### src/rtl/npcm_pkg.sv
// ----------------------------------------------------------------------------
// npcm_pkg
// Shared types and constants for the nearest palette colour mapper.
// ----------------------------------------------------------------------------
package npcm_pkg;

    // field widths
    localparam int unsigned FUNC_W  = 1;
    localparam int unsigned EIDX_W  = 7;
    localparam int unsigned CHAN_W  = 8;
    localparam int unsigned DIST_W  = 10;
    localparam int unsigned COLOR_W = 3 * CHAN_W;
    localparam int unsigned SIZE_W  = 8;

    // APB geometry: one 32-bit register, word aligned
    localparam int unsigned APB_DATA_W = 32;
    localparam int unsigned APB_ADDR_W = 3;

    // register indexes
    localparam logic [APB_ADDR_W-3:0] REG_PALETTE_SIZE = 1'b0;

    // reset value of palette_size
    localparam logic [SIZE_W-1:0] PALETTE_SIZE_RST = 8'd1;

    // input word operation codes
    typedef enum logic [FUNC_W-1:0] {
        FUNC_WRITE = 1'b0,
        FUNC_MAP   = 1'b1
    } t_func;

    // sequencer states
    typedef enum logic [1:0] {
        ST_IDLE,
        ST_SCAN,
        ST_DRAIN,
        ST_RESULT
    } t_state;

endpackage

### src/rtl/npcm_req_if.sv
// ----------------------------------------------------------------------------
// npcm_req_if
// Input channel: palette write or pixel map word.
// ----------------------------------------------------------------------------
interface npcm_req_if;
    logic                            valid;
    logic                            ready;
    logic [npcm_pkg::FUNC_W-1:0]     func;
    logic [npcm_pkg::EIDX_W-1:0]     entry_index;
    logic [npcm_pkg::CHAN_W-1:0]     red;
    logic [npcm_pkg::CHAN_W-1:0]     green;
    logic [npcm_pkg::CHAN_W-1:0]     blue;

    modport source (output valid, func, entry_index, red, green, blue, input ready);
    modport sink   (input valid, func, entry_index, red, green, blue, output ready);
endinterface

### src/rtl/npcm_res_if.sv
// ----------------------------------------------------------------------------
// npcm_res_if
// Output channel: nearest palette entry for one pixel.
// ----------------------------------------------------------------------------
interface npcm_res_if;
    logic                            valid;
    logic                            ready;
    logic [npcm_pkg::EIDX_W-1:0]     palette_index;
    logic [npcm_pkg::CHAN_W-1:0]     out_red;
    logic [npcm_pkg::CHAN_W-1:0]     out_green;
    logic [npcm_pkg::CHAN_W-1:0]     out_blue;
    logic [npcm_pkg::DIST_W-1:0]     distance;

    modport source (output valid, palette_index, out_red, out_green, out_blue, distance,
                    input ready);
    modport sink   (input valid, palette_index, out_red, out_green, out_blue, distance,
                    output ready);
endinterface

### src/rtl/npcm_ram.sv
// ----------------------------------------------------------------------------
// npcm_ram
// Generic single-write, single-read RAM with registered read data.
// ----------------------------------------------------------------------------
module npcm_ram #(
    parameter int unsigned WIDTH = 24,
    parameter int unsigned DEPTH = 128
) (
    input  logic                     i_clk,
    input  logic                     i_we,
    input  logic [$clog2(DEPTH)-1:0] i_waddr,
    input  logic [WIDTH-1:0]         i_wdata,
    input  logic                     i_re,
    input  logic [$clog2(DEPTH)-1:0] i_raddr,
    output logic [WIDTH-1:0]         o_rdata
);

    logic [WIDTH-1:0] r_mem [DEPTH];
    logic [WIDTH-1:0] r_rdata;

    always_ff @(posedge i_clk) begin
        if (i_we) begin
            r_mem[i_waddr] <= i_wdata;
        end
        if (i_re) begin
            r_rdata <= r_mem[i_raddr];
        end
    end

    assign o_rdata = r_rdata;

endmodule

### src/rtl/nearest_palette_color_mapper_core.sv
// ----------------------------------------------------------------------------
// nearest_palette_color_mapper_core
// Maps pixels onto a stored palette by smallest L1 colour distance.
// ----------------------------------------------------------------------------
//
//  channel   dir   handshake        word
//  i_req     in    valid/ready      func, entry_index, red, green, blue
//  o_res     out   valid/ready      palette_index, out_red/green/blue, distance
//  apb       in    psel/penable     palette_size at byte address 0
//
//  A write word writes the palette RAM directly.
//  A map word scans N entries (N = palette_size, held to 1..PALETTE_DEPTH):
//  one RAM read per cycle on the single read port, then a drain state to
//  compare the last entry and a result state to load the result register.
//  Reset clears control state and sets palette_size to 1; the palette RAM is
//  not cleared. A stalled result is held in the output register while the
//  next word is taken; a further map result waits for that register.
// ----------------------------------------------------------------------------
module nearest_palette_color_mapper_core #(
    parameter int unsigned PALETTE_DEPTH = 128
) (
    input  logic                                  i_clk,
    input  logic                                  i_rst_n,
    npcm_req_if.sink                              i_req,
    npcm_res_if.source                            o_res,
    input  logic                                  psel,
    input  logic                                  penable,
    input  logic                                  pwrite,
    input  logic [npcm_pkg::APB_ADDR_W-1:0]       paddr,
    input  logic [npcm_pkg::APB_DATA_W-1:0]       pwdata,
    output logic [npcm_pkg::APB_DATA_W-1:0]       prdata,
    output logic                                  pready
);

    localparam int unsigned IDX_W = $clog2(PALETTE_DEPTH);

    // ------------------------------------------------------------------
    // configuration register
    // ------------------------------------------------------------------
    logic [npcm_pkg::SIZE_W-1:0] r_palette_size;
    logic                        cfg_hit;

    assign pready  = 1'b1;
    assign cfg_hit = (paddr[npcm_pkg::APB_ADDR_W-1:2] == npcm_pkg::REG_PALETTE_SIZE);

    always_ff @(posedge i_clk) begin
        if (!i_rst_n) begin
            r_palette_size <= npcm_pkg::PALETTE_SIZE_RST;
        end else if (psel && penable && pwrite && pready && cfg_hit) begin
            r_palette_size <= pwdata[npcm_pkg::SIZE_W-1:0];
        end
    end

    always_comb begin
        prdata = '0;
        if (cfg_hit) begin
            prdata = {{(npcm_pkg::APB_DATA_W - npcm_pkg::SIZE_W){1'b0}}, r_palette_size};
        end
    end

    // ------------------------------------------------------------------
    // declarations
    // ------------------------------------------------------------------
    npcm_pkg::t_state r_state, n_state;

    logic [IDX_W-1:0]               r_addr;
    logic [IDX_W-1:0]               r_last_idx;
    logic                           r_rd_vld;
    logic [IDX_W-1:0]               r_rd_idx;
    logic [npcm_pkg::CHAN_W-1:0]    r_px_r, r_px_g, r_px_b;

    logic [IDX_W-1:0]               r_best_idx;
    logic [npcm_pkg::DIST_W-1:0]    r_best_dist;
    logic [npcm_pkg::COLOR_W-1:0]   r_best_color;

    logic                           r_out_vld;
    logic [npcm_pkg::EIDX_W-1:0]    r_out_idx;
    logic [npcm_pkg::COLOR_W-1:0]   r_out_color;
    logic [npcm_pkg::DIST_W-1:0]    r_out_dist;

    logic                           req_fire;
    logic                           is_map;
    logic                           out_free;
    logic                           scan_end;
    logic                           ram_we;
    logic                           ram_re;
    logic [IDX_W-1:0]               ram_waddr;
    logic [npcm_pkg::COLOR_W-1:0]   ram_rdata;
    logic [npcm_pkg::EIDX_W:0]      eidx_ext;
    logic [8:0]                     scan_cnt;
    logic [8:0]                     scan_last;
    logic [npcm_pkg::DIST_W-1:0]    cur_dist;
    logic [7:0]                     best_ext;

    // ------------------------------------------------------------------
    // handshake and decode
    // ------------------------------------------------------------------
    assign req_fire = i_req.valid && i_req.ready;
    assign is_map   = (npcm_pkg::t_func'(i_req.func) == npcm_pkg::FUNC_MAP);
    assign out_free = !r_out_vld || o_res.ready;
    assign scan_end = (r_addr == r_last_idx);

    // write address; out-of-range writes are dropped
    assign eidx_ext  = {1'b0, i_req.entry_index};
    assign ram_waddr = eidx_ext[IDX_W-1:0];

    // entries scanned: palette_size held to 1..PALETTE_DEPTH
    always_comb begin
        scan_cnt = {1'b0, r_palette_size};
        if (scan_cnt == 9'd0) begin
            scan_cnt = 9'd1;
        end else if (scan_cnt > 9'(PALETTE_DEPTH)) begin
            scan_cnt = 9'(PALETTE_DEPTH);
        end
        scan_last = scan_cnt - 9'd1;
    end

    // ------------------------------------------------------------------
    // next state
    // ------------------------------------------------------------------
    always_comb begin
        n_state = r_state;
        case (r_state)
            npcm_pkg::ST_IDLE: begin
                if (req_fire && is_map) begin
                    n_state = npcm_pkg::ST_SCAN;
                end
            end
            npcm_pkg::ST_SCAN: begin
                if (scan_end) begin
                    n_state = npcm_pkg::ST_DRAIN;
                end
            end
            npcm_pkg::ST_DRAIN: begin
                n_state = npcm_pkg::ST_RESULT;
            end
            npcm_pkg::ST_RESULT: begin
                if (out_free) begin
                    n_state = npcm_pkg::ST_IDLE;
                end
            end
            default: begin
                n_state = npcm_pkg::ST_IDLE;
            end
        endcase
    end

    // ------------------------------------------------------------------
    // state outputs
    // ------------------------------------------------------------------
    always_comb begin
        i_req.ready = 1'b0;
        ram_re      = 1'b0;
        ram_we      = 1'b0;
        case (r_state)
            npcm_pkg::ST_IDLE: begin
                i_req.ready = 1'b1;
                ram_we      = req_fire && !is_map &&
                              ({1'b0, eidx_ext} < 9'(PALETTE_DEPTH));
            end
            npcm_pkg::ST_SCAN: begin
                ram_re = 1'b1;
            end
            default: begin
                i_req.ready = 1'b0;
            end
        endcase
    end

    always_ff @(posedge i_clk) begin
        if (!i_rst_n) begin
            r_state <= npcm_pkg::ST_IDLE;
        end else begin
            r_state <= n_state;
        end
    end

    // ------------------------------------------------------------------
    // palette RAM
    // ------------------------------------------------------------------
    npcm_ram #(
        .WIDTH (npcm_pkg::COLOR_W),
        .DEPTH (PALETTE_DEPTH)
    ) u_palette (
        .i_clk   (i_clk),
        .i_we    (ram_we),
        .i_waddr (ram_waddr),
        .i_wdata ({i_req.red, i_req.green, i_req.blue}),
        .i_re    (ram_re),
        .i_raddr (r_addr),
        .o_rdata (ram_rdata)
    );

    // ------------------------------------------------------------------
    // scan address and read tracking
    // ------------------------------------------------------------------
    always_ff @(posedge i_clk) begin
        if (!i_rst_n) begin
            r_rd_vld <= 1'b0;
        end else begin
            r_rd_vld <= ram_re;
        end
    end

    always_ff @(posedge i_clk) begin
        r_rd_idx <= r_addr;
        if (r_state == npcm_pkg::ST_IDLE && req_fire && is_map) begin
            r_addr     <= '0;
            r_last_idx <= scan_last[IDX_W-1:0];
            r_px_r     <= i_req.red;
            r_px_g     <= i_req.green;
            r_px_b     <= i_req.blue;
        end else if (r_state == npcm_pkg::ST_SCAN && !scan_end) begin
            r_addr <= r_addr + 1'b1;
        end
    end

    // ------------------------------------------------------------------
    // L1 distance of the returned entry and running minimum
    // ------------------------------------------------------------------
    function automatic logic [npcm_pkg::CHAN_W-1:0] abs_diff(
        input logic [npcm_pkg::CHAN_W-1:0] a,
        input logic [npcm_pkg::CHAN_W-1:0] b
    );
        return (a > b) ? (a - b) : (b - a);
    endfunction

    assign cur_dist =
        npcm_pkg::DIST_W'(abs_diff(ram_rdata[23:16], r_px_r)) +
        npcm_pkg::DIST_W'(abs_diff(ram_rdata[15:8],  r_px_g)) +
        npcm_pkg::DIST_W'(abs_diff(ram_rdata[7:0],   r_px_b));

    // first entry always taken; later ones only if strictly nearer
    always_ff @(posedge i_clk) begin
        if (r_rd_vld && (r_rd_idx == '0 || cur_dist < r_best_dist)) begin
            r_best_idx   <= r_rd_idx;
            r_best_dist  <= cur_dist;
            r_best_color <= ram_rdata;
        end
    end

    // ------------------------------------------------------------------
    // output register
    // ------------------------------------------------------------------
    assign best_ext = 8'(r_best_idx);

    always_ff @(posedge i_clk) begin
        if (!i_rst_n) begin
            r_out_vld <= 1'b0;
        end else if (r_state == npcm_pkg::ST_RESULT && out_free) begin
            r_out_vld <= 1'b1;
        end else if (o_res.ready) begin
            r_out_vld <= 1'b0;
        end
    end

    always_ff @(posedge i_clk) begin
        if (r_state == npcm_pkg::ST_RESULT && out_free) begin
            r_out_idx   <= best_ext[npcm_pkg::EIDX_W-1:0];
            r_out_color <= r_best_color;
            r_out_dist  <= r_best_dist;
        end
    end

    assign o_res.valid         = r_out_vld;
    assign o_res.palette_index = r_out_idx;
    assign o_res.out_red       = r_out_color[23:16];
    assign o_res.out_green     = r_out_color[15:8];
    assign o_res.out_blue      = r_out_color[7:0];
    assign o_res.distance      = r_out_dist;

endmodule

### src/flat_wrapper.sv
// flat-port wrapper written by rule: the top's interface ports become plain ports
module nearest_palette_color_mapper_core_flat 
#(
    parameter int unsigned PALETTE_DEPTH = 128
)
  (i_clk, i_rst_n, psel, penable, pwrite, paddr, pwdata, prdata, pready, i_req_valid, i_req_func, i_req_entry_index, i_req_red, i_req_green, i_req_blue, i_req_ready, o_res_valid, o_res_palette_index, o_res_out_red, o_res_out_green, o_res_out_blue, o_res_distance, o_res_ready);
  npcm_req_if i_req_i ();
  npcm_res_if o_res_i ();
  input  logic i_clk;
  input  logic i_rst_n;
  input  logic psel;
  input  logic penable;
  input  logic pwrite;
  input  logic [npcm_pkg::APB_ADDR_W-1:0] paddr;
  input  logic [npcm_pkg::APB_DATA_W-1:0] pwdata;
  output logic [npcm_pkg::APB_DATA_W-1:0] prdata;
  output logic pready;
  input wire logic [$bits(i_req_i.valid)-1:0] i_req_valid;
  input wire logic [$bits(i_req_i.func)-1:0] i_req_func;
  input wire logic [$bits(i_req_i.entry_index)-1:0] i_req_entry_index;
  input wire logic [$bits(i_req_i.red)-1:0] i_req_red;
  input wire logic [$bits(i_req_i.green)-1:0] i_req_green;
  input wire logic [$bits(i_req_i.blue)-1:0] i_req_blue;
  output wire logic [$bits(i_req_i.ready)-1:0] i_req_ready;
  output wire logic [$bits(o_res_i.valid)-1:0] o_res_valid;
  output wire logic [$bits(o_res_i.palette_index)-1:0] o_res_palette_index;
  output wire logic [$bits(o_res_i.out_red)-1:0] o_res_out_red;
  output wire logic [$bits(o_res_i.out_green)-1:0] o_res_out_green;
  output wire logic [$bits(o_res_i.out_blue)-1:0] o_res_out_blue;
  output wire logic [$bits(o_res_i.distance)-1:0] o_res_distance;
  input wire logic [$bits(o_res_i.ready)-1:0] o_res_ready;
  assign i_req_i.valid = i_req_valid;
  assign i_req_i.func = i_req_func;
  assign i_req_i.entry_index = i_req_entry_index;
  assign i_req_i.red = i_req_red;
  assign i_req_i.green = i_req_green;
  assign i_req_i.blue = i_req_blue;
  assign i_req_ready = i_req_i.ready;
  assign o_res_valid = o_res_i.valid;
  assign o_res_palette_index = o_res_i.palette_index;
  assign o_res_out_red = o_res_i.out_red;
  assign o_res_out_green = o_res_i.out_green;
  assign o_res_out_blue = o_res_i.out_blue;
  assign o_res_distance = o_res_i.distance;
  assign o_res_i.ready = o_res_ready;
  nearest_palette_color_mapper_core #(.PALETTE_DEPTH(PALETTE_DEPTH)) u_core (.i_clk(i_clk), .i_rst_n(i_rst_n), .i_req(i_req_i), .o_res(o_res_i), .psel(psel), .penable(penable), .pwrite(pwrite), .paddr(paddr), .pwdata(pwdata), .prdata(prdata), .pready(pready));
endmodule
### config.mk
export PLATFORM = sky130hd
export DESIGN_NAME = nearest_palette_color_mapper_core_flat
export DESIGN_NICKNAME = d
export VERILOG_FILES = /design/src/rtl/npcm_pkg.sv /design/src/rtl/npcm_req_if.sv /design/src/rtl/npcm_res_if.sv /design/src/rtl/npcm_ram.sv /design/src/rtl/nearest_palette_color_mapper_core.sv /design/src/flat_wrapper.sv
export SDC_FILE = /design/constraint.sdc
export NUM_CORES = 2
export LEC_CHECK = 0
export BUFFER_PORTS_ARGS = -buffer_cell sky130_fd_sc_hd__buf_4
export CAP_MARGIN = 20
export CELL_PAD_IN_SITES_DETAIL_PLACEMENT = 0
export CELL_PAD_IN_SITES_GLOBAL_PLACEMENT = 1
export CORE_ASPECT_RATIO = 1.4
export CORE_UTILIZATION = 55
export CTS_BUF_LIST = sky130_fd_sc_hd__clkbuf_4 sky130_fd_sc_hd__clkbuf_8
export DETAILED_ROUTE_END_ITERATION = 6
export MAX_ROUTING_LAYER = met4
export PLACE_DENSITY_LB_ADDON = 0.1
export SLEW_MARGIN = 25
export SYNTH_ARGS = -nofsm -noshare
export SYNTH_HDL_FRONTEND = slang
export SYNTH_SLANG_ARGS = --single-unit
export TNS_END_PERCENT = 5
### constraint.sdc
create_clock -name i_clk -period 10.2 [get_ports i_clk]
set_input_delay 1.02 -clock i_clk [delete_from_list [all_inputs] [get_ports i_clk]]
set_output_delay 1.02 -clock i_clk [all_outputs]
set_load 0.05 [all_outputs]
Yosys cells after proc, flatten, opt, wreduce, memory -nomap -nowiden. Memory sizes are Yosys's and may differ from the RTL's. A register that Yosys moved wholly into a read port is not among the register bits. Cells that the tools add are included. Widths: inputs -> output; s select.

Add/subtract/negate cells: 10. Multipliers: 0. Div/mod/pow operators: 0. Order comparisons: 6. Equality and inequality tests: 7. Shift-type cells: 0. Multiplexer cells: 17. Bitwise operators: 1. Reduce and logical (&&, ||, !) cells: 22.

Operator list (count): $sub 8x8->8 (6); $mux 8 (4); $gt 8x8->1 (3); $mux 7 (2); $logic_and 1x1->1 (12); $add 10x8->10 (1); $lt 10x10->1 (1); $add 8x8->9 (1); $gt 8x8->1 const B (1); $logic_not 8->1 (1); $lt 7x8->1 const B (1); $pmux 2 s4 (1); $add 7x1->7 const B (1); $eq 7x7->1 (1); $logic_not 7->1 (1); $mux 1 (7); $sub 7x1->7 const B (1); $mux 2 (3); $ne 2x1->1 const B (3); $eq 2x2->1 const B (2); $logic_not 1->1 (3); $reduce_and 3->1 (1); $eq 2x1->1 const B (1); $logic_not 2->1 (1); other kinds (3) (4).

Flip-flop bits (word level): 139. Latch bits: 0. Memory bits (writable): 3072. Memory bits (read-only): 0. Bits of input ports: 74. Logic and storage cells: 80. Memories: 1.

Memories: u_core.u_palette.r_mem (words 128, bits a word 24, read ports 1, clocked after memory_dff 1, write ports 1, RTL line npcm_ram.sv:18) `logic [WIDTH-1:0] r_mem [DEPTH];`.

Logic depth before layout (Yosys ltp).
Word-level depth: 8. Mapped depth: 28. Gate-level depth less buffers: 28.

By module. A second synthesis with hierarchy kept.

Cell total of the unflattened synthesis: 5176. Area, all modules: 125173.8 µm².

Modules (own cells, without submodules): npcm_ram (instances 1, cells each 4538, area an instance 117621.6 µm²); nearest_palette_color_mapper_core (instances 1, cells each 638, area an instance 7552.2 µm²).

Worst setup path after synthesis. No wires, ideal clock.

Path type: flip-flop to flip-flop. Start: reg u_core.u_palette.r_rdata[16], in the netlist u_core.u_palette.o_rdata[16], read port of u_core.u_palette.r_mem. End: reg u_core.r_best_color[0] (netlist bit) (enable). Arrival: 7648 ps. Required time: 9699 ps. Path slack: 2051 ps. Stages on the path, launching flop included: 24. Path buffers: 0. Clock period less this slack: 8149 ps. Path through: edfxtp_1 -> inv_1 -> ha_1 -> inv_1 -> fa_1 -> a21o_1 -> a21o_1 -> a221oi_1 -> nor2_1 -> mux2_2 -> ha_1 -> a21o_1 -> a21oi_1 -> o21ai_0 -> a21oi_1 -> xnor2_1 -> ha_1 -> nor2b_1 -> nor4_1 -> nor4_1 -> ha_1 -> nand2_1 -> nand3_1 -> o31ai_1.

Cells in the longest elaborated chain, start to end: 7. Elaborated cells on any way between the ends: 9. Classes of those cells: add/sub (4); order compare (2); mux (1); reduce/logical (2).

Ends and longest elaborated chain: from (decl) (RTL line npcm_ram.sv:19) `logic [WIDTH-1:0] r_rdata;`; $sub 8x8->8 / $gt 8x8->1 (equally long branches) (RTL line nearest_palette_color_mapper_core.sv:225) `return (a > b) ? (a - b) : (b - a);`; $mux 8 * (RTL line nearest_palette_color_mapper_core.sv:225); $add 8x8->9 * (RTL line nearest_palette_color_mapper_core.sv:229) `npcm_pkg::DIST_W'(abs_diff(ram_rdata[23:16], r_px_r)) +`; $add 10x8->10 * (RTL line nearest_palette_color_mapper_core.sv:230) `npcm_pkg::DIST_W'(abs_diff(ram_rdata[15:8], r_px_g)) +`; via u_core.cur_dist, one bit (RTL line nearest_palette_color_mapper_core.sv:92) `logic [npcm_pkg::DIST_W-1:0] cur_dist;`; $lt 10x10->1 * (RTL line nearest_palette_color_mapper_core.sv:235) `if (r_rd_vld && (r_rd_idx == '0 || cur_dist < r_best_dist)) begin`; $logic_or 1x1->1 * (RTL line nearest_palette_color_mapper_core.sv:235); $logic_and 1x1->1 * (RTL line nearest_palette_color_mapper_core.sv:235); to (signal assigned) (RTL line nearest_palette_color_mapper_core.sv:238) `r_best_color <= ram_rdata;`; to (decl) (RTL line nearest_palette_color_mapper_core.sv:74) `logic [npcm_pkg::COLOR_W-1:0] r_best_color;`.

Mark *: on every way through the listed nets, which the timed path passes. The rest lies on a longest branch. A chain may end at the register's enable or synchronous reset.

Worst setup path after layout.
Start: reg u_core.u_palette.r_rdata[16], in the netlist u_core.u_palette.o_rdata[16], read port of u_core.u_palette.r_mem. End: reg u_core.r_best_idx[6] (enable).

Cells in the longest elaborated chain, start to end: 7. Elaborated cells on any way between the ends: 9. Classes of those cells: add/sub (4); order compare (2); mux (1); reduce/logical (2).

Ends and longest elaborated chain: $sub 8x8->8 / $gt 8x8->1 (equally long branches) (RTL line nearest_palette_color_mapper_core.sv:225); $mux 8 * (RTL line nearest_palette_color_mapper_core.sv:225); $add 8x8->9 * (RTL line nearest_palette_color_mapper_core.sv:229); $add 10x8->10 * (RTL line nearest_palette_color_mapper_core.sv:230); via u_core.cur_dist, one bit (RTL line nearest_palette_color_mapper_core.sv:92); $lt 10x10->1 * (RTL line nearest_palette_color_mapper_core.sv:235); $logic_or 1x1->1 * (RTL line nearest_palette_color_mapper_core.sv:235); $logic_and 1x1->1 * (RTL line nearest_palette_color_mapper_core.sv:235); to (signal assigned) (RTL line nearest_palette_color_mapper_core.sv:236) `r_best_idx <= r_rd_idx;`; to (decl) (RTL line nearest_palette_color_mapper_core.sv:72) `logic [IDX_W-1:0] r_best_idx;`.

Marked as above.

==> metrics.md <==
| Metric | Value |
|---|---|
| Status | complete, no violations |
| Power density over the cells | 239 nW/um^2 |
| Avg Synthesized Cell Area | 21.1 um^2 |
| Number of DRC markers in iteration 0 | 6088 |
| Core area | 229000 um^2 |
| Die area | 233000 um^2 |
| Mapped Area | 127000 um^2 |
| Final hold violation count | 0 |
| EDFF count, synth | 3209 |
| H-tree depth | 5 |
| Post-synth top area cell | edfxtp_1 |
| Layout cells sized above 1 | 29.5% |
| CP Capture Type | register |
| Nets@finish | 6660 |
| Worst Path Arrival | 7.17 ns |
| Synth top area share | 76.0% |
| RSZ-0062 raised after global routing | false |
| Placement Rows | 208 |
| Number of buffers created by CTS | 467 |
| Finished Cell Area | 141000 um^2 |
| Worst Hold Class | in2reg |
| Final TNS setup | 0 ns |
| Slew @ Worst Pin | 1.16 ns |
| Final Max Tran Viols | 0 |
| Reg clk slew, reported paths | 0.06 ns |
| Skew final | 0.0442 ns |
| Pleak | 0.0440 uW |
| Final wirelength | 330000 um |
| Post-route ant nets | 0 |
| Final period util | 63.8% |
| Syn-to-layout area delta | 11.3% |
| Synth cell types | 67 |
| Final setup vio count | 0 |
| CP Launch Type | register |
| Largest net degree at the start of global routing | 100 |
| Placed Area | 132000 um^2 |
| Max-slew headroom | 22.5% |
| Clk_lat worst skew | 1.04 ns |
| Via-to-Cell Ratio | 6.28 |
| Via count | 62374 |
| Post-DP HPWL | 191000 um |
| Gates resized, CTS repair | 0 |
| CTS max path bufs | 4 |
| CP Max Fanout | 41 |
| Die H | 570 um |
| Buffer count from post-CTS setup fixing | 0 |
| Gate Count Post-Synth | 6003 |
| Vias in the first global route | 63562 |
| Drt first pass iters | 6 |
| Minimum clock period | 6.51 ns |
| Root Driver | clkbuf_8 |
| DIE WIDTH | 408 um |
| Synth area leaders | edfxtp_1 76%, mux4_2 12%, mux2i_1 2.8% |
| Flops & latches, synth | 3235 |
| Max IR drop VDD | 355 uV |
| CTS tree | done |
| Max-cap violations | 0 |
| Fraction of the yosys area taken by sequential cells | 76.4% |
| F_max | 154 MHz |
| Grt total ovfl | 0 |
| GRT Util Overall | 29.3% |
| Worst R2R Setup Slack | 3.69 ns |
| Placer congestion estimate | 0.868 |
| # DRC | 0 |
| First-pass GRT wire length | 464000 um |
| Top FF cell, synth | edfxtp_1 |
| Final Core Density | 61.6% |
| Initial Util | 55.3% |
| Hold Buf Count CTS | 0 |
| Post-synthesis async set-or-reset flop share | 0% |
| CTS Sinks | 3235 |
| # IOs | 150 |
| PortBufs | 98 |
| Kind of critical path | reg2reg |
| WL per Instance | 33.2 um |
| Initial antenna violation count | 20 |
| WP data required | 10.86 ns |
| Synth warn | 0 |
## cell families (layout without fill, tap and decap cells)
kind of cell	count (synthesis)	after routing	synth area share (%)
DFF	3235	3235	76.4
and+or+nand+nor	518	518	1.83
adders and majority gates	84	84	0.876
buffers and inverters	416	1264	1.67
other	2	42	0.00592
xor gates and xnor gates	41	41	0.283
muxes	1168	1168	16.2
AOI/OAI and AO/OA	539	539	2.75
## synthesized netlist by cell type, drive strengths merged (45+ instances only)
cell type and n:
ha 76, mux4 697, o21ai 125, inv 89
nor3 45, nor2 252, edfxtp 3209, buf 219
mux2i 350, nand2 75, clkbuf 107, a22oi 49
a21boi 61, a21oi 100, mux2 121, o22ai 74
nand3 47
## layout by cell type (no fill, tap or decap), types with 9 or more instances in the layout
cell	instances
a2111oi_0	9
clkinv_2	54
nor2_2	125
mux2i_1	350
ha_1	76
clkinvlp_4	13
dfxtp_1	19
nor2_1	123
o22ai_1	73
nand3_1	43
mux4_2	697
nor4_1	10
a22oi_1	49
clkbuf_8	472
clkbuf_4	156
buf_4	313
a31oi_1	14
clkinv_1	128
conb_1	25
a211oi_1	16
edfxtp_1	3209
nand2_1	69
inv_1	89
xnor2_1	29
nor3_1	42
xor2_1	12
a21boi_0	61
a21oi_1	100
diode_2	17
o21ai_0	123
a21o_1	11
and3_1	21
mux2_2	121
a311oi_1	10
bufinv_16	11
nor2b_1	30
buf_12	14
## path summary, 6_finish.rpt
| kind | depth (start not counted) | startpoint | end |
|---|---|---|---|
| worst max-delay path | 26 | u_core.u_palette.o_rdata[16]$_DFFE_PP_ | u_core.r_best_idx[6]$_DFFE_PP_ |
| worst max register to register | 26 | u_core.u_palette.o_rdata[16]$_DFFE_PP_ | u_core.r_best_idx[6]$_DFFE_PP_ |
| worst min-delay path | 3 | pwdata[0] | u_core.r_palette_size[0]$_SDFFE_PN1P_ |
| worst min register to register | 0 | u_core.r_best_idx[5]$_DFFE_PP_ | u_core.o_res.palette_index[5]$_DFFE_PP_ |
## critical path: stages (launching register included)
cell	delay, ns
edfxtp_1	0.42
inv_1	0.08
ha_1	0.14
inv_1	0.06
fa_1	0.39
a21o_1	0.19
a21o_1	0.20
a221oi_1	0.49
nor2_1	0.21
mux2_2	0.34
ha_1	0.30
a21o_1	0.18
a21oi_1	0.22
o21ai_0	0.11
a21oi_1	0.22
o21ai_0	0.15
xor2_1	0.18
ha_1	0.37
a21oi_1	0.16
o21ai_0	0.12
xnor2_1	0.23
ha_1	0.27
o21a_1	0.17
o21ai_0	0.16
a21oi_1	0.13
o31ai_4	0.07
buf_4	0.56
## through the flow
step	total power [uW]	hold slack [ns]	setup slack (ns)	instances
3_5_place_dp	24200	0.406	3.63	9078
3_3_place_gp	24200	0.401	3.64	9075
6_report	33800	0.201	3.69	9936
5_1_grt	35100	0.160	3.07	9927
2_1_floorplan	21500	0.326	2.05	6026
4_1_cts	34100	0.125	3.60	9919
## report_power, final
group          internal (uW)  switching, uW
clock                   5150           4840
combinational           3630           4960
sequential             15000            173
## layer usage
layer	wire, um	global-route usage (%)
met5	0	-
met4	14000	11.5
met3	22700	4.39
met2	168000	48.1
met1	125000	37.0
## registers in the layout, summed over array words and instances, names as in the netlist, 8 cells and up
signal	flops
u_core.r_palette_size	8
u_core.r_px_g	8
u_core.o_res.distance	10
u_core.r_best_color	24
u_core.u_palette.r_mem	3072
u_core.r_out_color	24
u_core.r_best_dist	10
u_core.u_palette.o_rdata	24
u_core.r_px_r	8
u_core.r_px_b	8
## area by class of cell
class | count | area, um^2
sequential | 3235 | 96900
fill | 16186 | 88100
multi-input combinational | 2375 | 28400
clock buffer | 628 | 7670
tap | 3045 | 3810
timing repair buffer | 333 | 2710
clock inverter | 213 | 1260
inverter | 90 | 338
antenna | 17 | 42.5
Power figures use the tool's default switching activity.
